**src/hdl/stereo_frame_pairing_assert.svh**
```systemverilog
// assertion macros for the stereo frame pairing block
// depends on nothing; included by the top level
`ifndef STEREO_FRAME_PAIRING_ASSERT_SVH
`define STEREO_FRAME_PAIRING_ASSERT_SVH
`ifndef SYNTHESIS
`define SFP_ASSERT(label, clk, rst, prop) \
   label: assert property (@(posedge clk) disable iff (rst) prop) \
      else $error("assertion failed");
`define SFP_ASSERT_RST(label, clk, prop) \
   label: assert property (@(posedge clk) prop) else $error("assertion failed");
`else
`define SFP_ASSERT(label, clk, rst, prop)
`define SFP_ASSERT_RST(label, clk, prop)
`endif
`endif

```
**src/hdl/sfp_pkg.sv**
```systemverilog
// shared constants for the stereo frame pairing block
// no dependencies
package sfp_pkg;
   localparam int TIME_W = 40;
   localparam int ID_W = 32;
   localparam int WIN_W = 10;
   localparam int MAX_RESULTS = 16;
   localparam logic [1:0] MODE_LEFT = 2'd0;
   localparam logic [1:0] MODE_RIGHT = 2'd1;
   localparam logic [1:0] MODE_TICK = 2'd2;
   localparam logic [1:0] MODE_NONE = 2'd3;
   localparam int WIN_RESET = 20;
   localparam logic [0:0] ADDR_WINDOW = 1'b0;
endpackage

```
**src/hdl/stereo_frame_pairing.sv**
```systemverilog
// stereo frame pairing: left/right frame tables and tick-driven pairing pass
// depends on sfp_pkg and stereo_frame_pairing_assert.svh
//
// usage:
//  - req_ channel: pulse start with req_mode, req_time_ms, req_frame_id while
//    busy is low. mode 0 inserts a left frame, 1 a right frame, 2 runs a tick.
//  - rsp_ channel: each released left frame shows for one cycle with
//    rsp_strobe high; rsp_last marks the final release of a tick.
//  - APB-style port: one register (pair window), written when paddr[2] is 0.
// timing:
//  - one shared compare unit walks the table one entry per cycle.
//  - an arrival whose timestamp is already held overwrites that entry after
//    the match scan; else an oldest/free scan picks the slot.
//  - a tick runs per release an oldest left scan, a nearest right scan and
//    an emit, then a closing left scan (plus a right scan and an emit when a
//    waiting left frame stops the drain), then the right purge.
//  - a release shows in the cycle after the next one is decided, the last
//    once the purge has begun; busy stays high and the receiver cannot stall.
// reset (synchronous): valid bits, counter and state clear; window returns to 20.
`include "stereo_frame_pairing_assert.svh"
module stereo_frame_pairing #(
   parameter int TABLE_DEPTH = 16
) (
   input  logic                      clock,
   input  logic                      reset,
   input  logic                      start,
   output logic                      busy,
   input  logic [1:0]                req_mode,
   input  logic [sfp_pkg::TIME_W-1:0] req_time_ms,
   input  logic [sfp_pkg::ID_W-1:0]  req_frame_id,
   output logic                      rsp_strobe,
   output logic [sfp_pkg::TIME_W-1:0] rsp_left_time_ms,
   output logic [sfp_pkg::ID_W-1:0]  rsp_left_id,
   output logic [sfp_pkg::TIME_W-1:0] rsp_right_time_ms,
   output logic [sfp_pkg::ID_W-1:0]  rsp_right_id,
   output logic                      rsp_paired,
   output logic [31:0]               rsp_released_count,
   output logic                      rsp_last,
   input  logic                      psel,
   input  logic                      penable,
   input  logic                      pwrite,
   input  logic [2:0]                paddr,
   input  logic [31:0]               pwdata,
   output logic [31:0]               prdata,
   output logic                      pready
);
   localparam int IW = (TABLE_DEPTH > 1) ? $clog2(TABLE_DEPTH) : 1;
   localparam int CW = $clog2(TABLE_DEPTH + 1);
   localparam int TW = sfp_pkg::TIME_W;
   localparam int DW = sfp_pkg::ID_W;
   localparam int NW = $clog2(sfp_pkg::MAX_RESULTS + 1);

   // sequencer states
   localparam logic [2:0] S_IDLE  = 3'd0;
   localparam logic [2:0] S_FIND  = 3'd1; // arrival: look for equal timestamp
   localparam logic [2:0] S_SLOT  = 3'd2; // arrival: free slot or oldest
   localparam logic [2:0] S_LOLD  = 3'd3; // tick: oldest left entry
   localparam logic [2:0] S_RNEAR = 3'd4; // tick: nearest right entry
   localparam logic [2:0] S_EMIT  = 3'd5;
   localparam logic [2:0] S_PURGE = 3'd6;

   logic [TW-1:0] lt_mem [TABLE_DEPTH];
   logic [DW-1:0] lid_mem [TABLE_DEPTH];
   logic [TW-1:0] rt_mem [TABLE_DEPTH];
   logic [DW-1:0] rid_mem [TABLE_DEPTH];
   logic [TABLE_DEPTH-1:0] lv_ff, lv_in, rv_ff, rv_in;

   logic [2:0]  state_ff, state_in;
   logic [CW-1:0] cnt_ff, cnt_in;
   logic        side_ff, side_in; // 0 left table, 1 right table
   logic [TW-1:0] t_ff, t_in;
   logic [DW-1:0] id_ff, id_in;
   logic [sfp_pkg::WIN_W-1:0] win_ff, win_in;
   logic [31:0] rel_ff, rel_in;
   logic [NW-1:0] n_ff, n_in;
   // best candidate of the running scan
   logic        bv_ff, bv_in;
   logic [IW-1:0] bi_ff, bi_in;
   logic [TW-1:0] bt_ff, bt_in;
   logic [TW:0] bd_ff, bd_in;
   logic        free_ff, free_in;
   logic [IW-1:0] fi_ff, fi_in;
   // held left selection
   logic [IW-1:0] li_ff, li_in;
   logic [TW-1:0] lt_ff, lt_in;
   // write port
   logic        we;
   logic        we_side;
   logic [IW-1:0] wa;
   logic [TW-1:0] wt;
   logic [DW-1:0] wid;
   logic [TW-1:0] o_lt_ff, o_lt_in, o_rt_ff, o_rt_in;
   logic [DW-1:0] o_lid_ff, o_lid_in, o_rid_ff, o_rid_in;
   logic        o_p_ff, o_p_in;

   // shared unit: one entry's time against the reference, absolute distance
   logic [IW-1:0] idx;
   logic          ev;
   logic [TW-1:0] et;
   logic [TW:0]   delta;
   logic          cur_valid;

   assign idx = cnt_ff[IW-1:0];
   assign cur_valid = side_ff ? rv_ff[idx] : lv_ff[idx];
   assign et = side_ff ? rt_mem[idx] : lt_mem[idx];
   assign ev = (cnt_ff < CW'(TABLE_DEPTH)) && cur_valid;
   always_comb begin
      logic [TW-1:0] ref_t;
      ref_t = (state_ff == S_RNEAR) ? lt_ff : t_ff;
      if (et >= ref_t) delta = {1'b0, et - ref_t};
      else delta = {1'b0, ref_t - et};
   end

   function automatic logic older(input logic [TW-1:0] now, input logic [TW-1:0] t,
                                  input logic [TW:0] lim);
      logic [TW-1:0] d;
      d = now - t;
      older = (now > t) && ({1'b0, d} > lim);
   endfunction

   assign pready = 1'b1;
   assign busy = (state_ff != S_IDLE);
   assign prdata = {{(32-sfp_pkg::WIN_W){1'b0}}, win_ff};

   always_comb begin
      state_in = state_ff; cnt_in = cnt_ff; side_in = side_ff;
      t_in = t_ff; id_in = id_ff; win_in = win_ff; rel_in = rel_ff;
      n_in = n_ff; bv_in = bv_ff; bi_in = bi_ff; bt_in = bt_ff; bd_in = bd_ff;
      free_in = free_ff; fi_in = fi_ff; li_in = li_ff;
      lt_in = lt_ff; lv_in = lv_ff; rv_in = rv_ff;
      we = 1'b0; we_side = side_ff; wa = idx; wt = t_ff; wid = id_ff;
      o_lt_in = o_lt_ff; o_rt_in = o_rt_ff;
      o_lid_in = o_lid_ff; o_rid_in = o_rid_ff; o_p_in = o_p_ff;
      if (psel && penable && pwrite && paddr[2] == sfp_pkg::ADDR_WINDOW)
         win_in = pwdata[sfp_pkg::WIN_W-1:0];
      case (state_ff)
         S_IDLE: begin
            if (start) begin
               t_in = req_time_ms; id_in = req_frame_id; cnt_in = '0;
               bv_in = 1'b0; free_in = 1'b0; n_in = '0;
               case (req_mode)
                  sfp_pkg::MODE_LEFT: begin side_in = 1'b0; state_in = S_FIND; end
                  sfp_pkg::MODE_RIGHT: begin side_in = 1'b1; state_in = S_FIND; end
                  sfp_pkg::MODE_TICK: begin side_in = 1'b0; state_in = S_LOLD; end
                  default: state_in = S_IDLE;
               endcase
            end
         end
         S_FIND: begin
            if (cnt_ff == CW'(TABLE_DEPTH)) begin
               if (bv_ff) begin
                  we = 1'b1; wa = bi_ff; wt = t_ff; state_in = S_IDLE;
               end else begin
                  cnt_in = '0; state_in = S_SLOT;
               end
            end else begin
               if (ev && et == t_ff && !bv_ff) begin bv_in = 1'b1; bi_in = idx; end
               cnt_in = cnt_ff + 1'b1;
            end
         end
         S_SLOT: begin
            if (cnt_ff == CW'(TABLE_DEPTH)) begin
               we = 1'b1; wa = free_ff ? fi_ff : bi_ff;
               if (side_ff) rv_in[wa] = 1'b1; else lv_in[wa] = 1'b1;
               state_in = S_IDLE;
            end else begin
               if (!ev && !free_ff) begin free_in = 1'b1; fi_in = idx; end
               if (ev && (!bv_ff || et < bt_ff)) begin
                  bv_in = 1'b1; bi_in = idx; bt_in = et;
               end
               cnt_in = cnt_ff + 1'b1;
            end
         end
         S_LOLD: begin
            if (cnt_ff == CW'(TABLE_DEPTH)) begin
               if (!bv_ff || n_ff == NW'(sfp_pkg::MAX_RESULTS)) begin
                  side_in = 1'b1; cnt_in = '0; state_in = S_PURGE;
               end else begin
                  li_in = bi_ff; lt_in = bt_ff; side_in = 1'b1; cnt_in = '0;
                  bv_in = 1'b0; state_in = S_RNEAR;
               end
            end else begin
               if (ev && (!bv_ff || et < bt_ff)) begin
                  bv_in = 1'b1; bi_in = idx; bt_in = et;
               end
               cnt_in = cnt_ff + 1'b1;
            end
         end
         S_RNEAR: begin
            if (cnt_ff == CW'(TABLE_DEPTH)) begin
               state_in = S_EMIT;
            end else begin
               if (ev && delta <= {1'b0, {(TW-sfp_pkg::WIN_W){1'b0}}, win_ff} &&
                   (!bv_ff || delta < bd_ff || (delta == bd_ff && et < bt_ff))) begin
                  bv_in = 1'b1; bi_in = idx; bt_in = et; bd_in = delta;
               end
               cnt_in = cnt_ff + 1'b1;
            end
         end
         S_EMIT: begin
            if (!bv_ff && !older(t_ff, lt_ff,
                                 {{(TW+1-sfp_pkg::WIN_W){1'b0}}, win_ff})) begin
               side_in = 1'b1; cnt_in = '0; state_in = S_PURGE;
            end else begin
               o_lt_in = lt_ff; o_lid_in = lid_mem[li_ff];
               o_rt_in = bv_ff ? bt_ff : '0; o_rid_in = bv_ff ? rid_mem[bi_ff] : '0;
               o_p_in = bv_ff;
               if (bv_ff) rv_in[bi_ff] = 1'b0;
               lv_in[li_ff] = 1'b0;
               rel_in = rel_ff + 32'd1;
               n_in = n_ff + 1'b1;
               side_in = 1'b0; cnt_in = '0; bv_in = 1'b0; state_in = S_LOLD;
            end
         end
         S_PURGE: begin
            if (cnt_ff == CW'(TABLE_DEPTH)) begin
               state_in = S_IDLE;
            end else begin
               if (ev && older(t_ff, et, {{(TW-1-sfp_pkg::WIN_W){1'b0}}, win_ff, 2'b00}))
                  rv_in[idx] = 1'b0;
               cnt_in = cnt_ff + 1'b1;
            end
         end
         default: state_in = S_IDLE;
      endcase
   end

   // a release is held until the next one is decided or the tick ends, so that last is known when it is shown
   logic pend_ff;
   logic [TW-1:0] p_lt_ff, p_rt_ff;
   logic [DW-1:0] p_lid_ff, p_rid_ff;
   logic p_p_ff;
   logic [31:0] p_cnt_ff;
   logic tick_end;
   assign tick_end = (state_ff == S_PURGE) && (cnt_ff == '0);
   logic new_rel;
   assign new_rel = (state_ff == S_EMIT) && (state_in == S_LOLD);

   always_ff @(posedge clock) begin
      if (reset) begin
         state_ff <= S_IDLE; cnt_ff <= '0; lv_ff <= '0; rv_ff <= '0;
         win_ff <= sfp_pkg::WIN_W'(sfp_pkg::WIN_RESET); rel_ff <= '0;
         n_ff <= '0; bv_ff <= 1'b0; free_ff <= 1'b0; pend_ff <= 1'b0;
         rsp_strobe <= 1'b0; side_ff <= 1'b0;
      end else begin
         state_ff <= state_in; cnt_ff <= cnt_in; lv_ff <= lv_in; rv_ff <= rv_in;
         win_ff <= win_in; rel_ff <= rel_in; n_ff <= n_in; bv_ff <= bv_in;
         free_ff <= free_in; side_ff <= side_in;
         rsp_strobe <= 1'b0;
         if (pend_ff && (new_rel || tick_end)) begin
            rsp_strobe <= 1'b1;
            rsp_last <= tick_end;
            rsp_left_time_ms <= p_lt_ff; rsp_left_id <= p_lid_ff;
            rsp_right_time_ms <= p_rt_ff; rsp_right_id <= p_rid_ff;
            rsp_paired <= p_p_ff; rsp_released_count <= p_cnt_ff;
         end
         if (new_rel) pend_ff <= 1'b1;
         else if (tick_end) pend_ff <= 1'b0;
      end
      t_ff <= t_in; id_ff <= id_in; bi_ff <= bi_in; bt_ff <= bt_in; bd_ff <= bd_in;
      fi_ff <= fi_in; li_ff <= li_in; lt_ff <= lt_in;
      o_lt_ff <= o_lt_in; o_rt_ff <= o_rt_in; o_lid_ff <= o_lid_in;
      o_rid_ff <= o_rid_in; o_p_ff <= o_p_in;
      if (new_rel) begin
         p_lt_ff <= o_lt_in; p_lid_ff <= o_lid_in; p_rt_ff <= o_rt_in;
         p_rid_ff <= o_rid_in; p_p_ff <= o_p_in; p_cnt_ff <= rel_in;
      end
      if (we) begin
         if (we_side) begin rt_mem[wa] <= wt; rid_mem[wa] <= wid; end
         else begin lt_mem[wa] <= wt; lid_mem[wa] <= wid; end
      end
   end

   `SFP_ASSERT(a_idle_no_busy, clock, reset, (state_ff == S_IDLE) |-> !busy)
   `SFP_ASSERT(a_strobe_only_busy, clock, reset, rsp_strobe |-> $past(busy))
   `SFP_ASSERT(a_count_step, clock, reset,
      new_rel |=> (rel_ff == $past(rel_ff) + 32'd1))
   `SFP_ASSERT(a_emit_limit, clock, reset, n_ff <= NW'(sfp_pkg::MAX_RESULTS))
endmodule
```
**config.mk**
```make
export PLATFORM = sky130hd
export DESIGN_NAME = stereo_frame_pairing
export DESIGN_NICKNAME = d
export VERILOG_FILES = /design/src/hdl/sfp_pkg.sv /design/src/hdl/stereo_frame_pairing.sv
export VERILOG_INCLUDE_DIRS = /design/src /design/src/hdl
export SDC_FILE = /design/constraint.sdc
export NUM_CORES = 2
export LEC_CHECK = 0
export ABC_AREA = 1
export BUFFER_PORTS_ARGS = -buffer_cell sky130_fd_sc_hd__buf_2
export CAP_MARGIN = 20
export CORE_ASPECT_RATIO = 1.4
export CORE_UTILIZATION = 30
export CTS_BUF_LIST = sky130_fd_sc_hd__clkbuf_8
export DETAILED_ROUTE_END_ITERATION = 8
export HOLD_SLACK_MARGIN = 0.12
export PLACE_DENSITY = 0.51
export SYNTH_ARGS = -nofsm -noshare
export SYNTH_HDL_FRONTEND = slang
export SYNTH_SLANG_ARGS = --single-unit
```
**constraint.sdc**
```tcl
create_clock -name clock -period 15.3 [get_ports clock]
set_clock_uncertainty 0.1 [all_clocks]
set_input_delay 2.295 -clock clock [delete_from_list [all_inputs] [get_ports clock]]
set_output_delay 2.295 -clock clock [all_outputs]
set_load 0.02 [all_outputs]
```
==> results.cfg <==
[run_status]
status = completed

[synth]
syn_inst = 11506
synth_warnings = 0
syn_avg_cell_area_um2 = 11.6
async_reset_ff_share_pct = 0
yosys.area.top_type = edfxtp_1
netlist_top_cells_area = edfxtp_1 (65%), o21ai_0 (5.6%), nand2_1 (4.5%)
synthFlopType = edfxtp_1
synth_edf_count = 2863
yosysUniqueCellTypes = 73
synth_seq_area_share_pct = 68.3
synth_area_um2 = 133000
synth_top_area_share_pct = 64.6
ys_ff_latch = 3112

[timing]
hold_violations = 0
tightestPinTransition_ps = 1300
tns_ps = 0
rsz0062_at_grt = no
period_needed_ps = 11210
maxSlewViolCount = 0
fmax_mhz = 89.2
fin_crit_sh_pct = 73.3
maxSlewHeadroom_pct = 12.5
setup_viol = 0

[critical_path]
r2r_slack_ps = 4090
crit_path_end = bt_ff[22]$_DFFE_PP_
path_delay_family = simple AND/OR/NAND/NOR gates
r2r_end = bt_ff[22]$_DFFE_PP_
rr_worst_depth = 44
cpPeakStageDelay_ps = 700
critPathSlowestCell = buf_4
cp.arrival_ps = 11840
crit_required_ps = 15930
cp-end-kind = register
crit_cells = 44
startpoint_type = register
worstSetupPathType = register to register
crit_top_cell = nand2_1
cp_max_fo = 126
cp_num_buf_inv = 7

[run]
cap_violations = 0

[pwr]
power.leakage_nw = 54.5
vdd_drop_max_mv = 0.0766
power.total_mw = 18.7
power_density_nw_per_um2 = 124

[global_routing]
grt_usage_pct = 19.2
grt_pass1_wl_um = 622000
grt_max_degree = 179
grt.overflow.total = 0
grt_pass1_vias = 88346
antenna_found_initial = 56

[cts]
cts-hold-fix-buffers = 0
numClockSinks = 3112
htreeDepth = 5
cts_made_buffers = 463
cts_tree = done
clkTransAtPathRegs_ps = 60
clk_latency_ps = 1280
cts_root_buf = clkbuf_8
cts_resized = 0
cts_setup_buffers = 0
cts_max_path_buffers = 4

[floorplan]
dieArea_um2 = 446000
die_y_um = 790
core_um2 = 442000
ios = 328
num_rows = 289
die_x_um = 565
initial_core_util_pct = 30.1

[cells_and_area]
final_nets = 12332
drive_gt1_share_pct = 10.5
fillerInstances = 44179
area_delta_synth_final_pct = 13.5
multiInputGateArea_um2 = 36600
fin_util_pct = 34.2
seq_area_um2 = 91000
final_area_um2 = 151000

[routing]
drt-vias-per-instance = 5.01
avgRoutedWirePerCell_um = 24.3
drt_wl_total_um = 441000
first_pass_iters = 6
ant_nets = 0
via_count = 90925
drc = 0
drt_iter0_markers = 6888

[placed_design]
gp_congestion = 0.982
placed_area_um2 = 142000
hpwl_um = 273000
io_buffers = 280

[min_path]
worstHoldPathCells = 0
hp-class = register to register
min_from = p_rt_ff[28]$_DFFE_PP_
==> layer usage <==
metal  up-vias  share of wire [%]  track usage (%)
li1      42096                  -                -
met1     45046                 40             23.0
met2      2840                 50             33.7
met3       925                5.4             2.72
met4        18                5.0             9.12
met5         -              0.024                0
==> through the flow <==
stage | instances | hold WS (ps) | setup WS, ps
5_1_grt | 18151 | 223 | 3720
2_1_floorplan | 11527 | 300 | 3800
3_3_place_gp | 17274 | 302 | 4310
6_report | 18166 | 239 | 4090
4_1_cts | 18130 | 210 | 4050
3_5_place_dp | 17278 | 305 | 4280
==> registers in the layout (all words and copies together) (netlist names), 32 cells and up, named ones only <==
name                flops
bd_ff                  40
bt_ff                  40
id_ff                  32
lid_mem               512
lt_ff                  40
lt_mem                640
o_lid_ff               32
o_lt_ff                40
o_rid_ff               32
o_rt_ff                40
p_cnt_ff               32
p_lid_ff               32
p_lt_ff                40
p_rid_ff               32
p_rt_ff                40
rel_ff                 32
rid_mem               512
rsp_left_id            32
rsp_left_time_ms       40
rsp_released_count     32
rsp_right_id           32
rsp_right_time_ms      40
rt_mem                640
t_ff                   40
==> how the worst min path moves through the flow <==
| stage | endpoint | slack (ps) |
|---|---|---|
| after floorplan | rsp_left_id[0]$_DFFE_PP_ | 300 |
| after global placement | rsp_left_time_ms[20]$_DFFE_PP_ | 300 |
| after detailed placement | rsp_left_id[4]$_DFFE_PP_ | 300 |
| after CTS | rsp_right_time_ms[28]$_DFFE_PP_ | 210 |
| after global routing | rsp_right_time_ms[28]$_DFFE_PP_ | 220 |
| final | rsp_right_time_ms[28]$_DFFE_PP_ | 240 |
==> logic make-up (layout without fill, tap and decap cells) <==
family	after synthesis	count (layout)	share of synthesized area (%)
and+or+nand+nor	3711	3711	11.3
adders and majority gates	277	277	2.62
other	2	42	0.00564
muxes	124	124	0.937
DFF	3112	3112	68.3
buffers and inverters	1512	2312	4.42
xor gates and xnor gates	92	92	0.617
AOI/OAI and AO/OA	2676	2676	11.7
==> report_power, final <==
group          total, mW  switching [mW]  internal (mW)
clock network       6.56            3.33           3.23
registers           9.42          0.0636           9.36
logic               2.73            1.98          0.756
total               18.7            5.37           13.3
==> synth_stat cells (all sizes together) (2+ instances only) <==
| library cell | number |
|---|---|
| edfxtp | 2863 |
| nand2 | 1620 |
| o21ai | 1520 |
| nor2 | 1454 |
| inv | 917 |
| clkbuf | 476 |
| a21oi | 463 |
| nand3 | 435 |
| o221ai | 292 |
| ha | 274 |
| dfxtp | 249 |
| mux2i | 119 |
| buf | 112 |
| o22ai | 95 |
| o211ai | 78 |
| xor2 | 74 |
| nor3 | 73 |
| nand4 | 65 |
| o32ai | 42 |
| o21a | 25 |
| a32o | 22 |
| o21bai | 21 |
| or2 | 20 |
| a21o | 18 |
| nor4 | 18 |
| o311ai | 18 |
| xnor2 | 18 |
| o31ai | 16 |
| nand3b | 15 |
| a22o | 13 |
| o2111ai | 11 |
| a211oi | 9 |
| a22oi | 9 |
| a31oi | 8 |
| clkinv | 7 |
| a21boi | 6 |
| and2 | 5 |
| mux2 | 5 |
| a221oi | 3 |
| fa | 3 |
| a2111oi | 2 |
| conb | 2 |
| nor3b | 2 |
==> area by class of cell <==
cell class	instances	area share, %
Multi-Input combinational cell	6903	24.2
Tap cell	5820	4.82
Clock inverter	360	1.39
Sequential cell	3112	60.2
Clock buffer	492	4.48
Antenna cell	19	0.0315
Inverter	924	2.33
Timing Repair Buffer	536	2.49
==> placed cells by master (no fill, tap or decap), drive strengths merged, types with 11 or more instances in the layout <==
master	n
o32ai	42
nand2	1620
o221ai	292
nor2	1454
o311ai	18
nand3	435
a21o	18
xnor2	18
o31ai	16
o21ai	1520
dfxtp	249
o211ai	78
o22ai	95
nand3b	15
edfxtp	2863
mux2i	119
bufinv	14
a21oi	463
inv	1093
a22o	13
o2111ai	11
o21bai	21
a32o	22
nor4	18
nand4	65
or2	20
conb	23
nor3	73
o21a	25
buf	535
diode	19
ha	274
xor2	74
clkbuf	493
clkinv	168
Note: power is estimated with default switching activity, not from simulation.
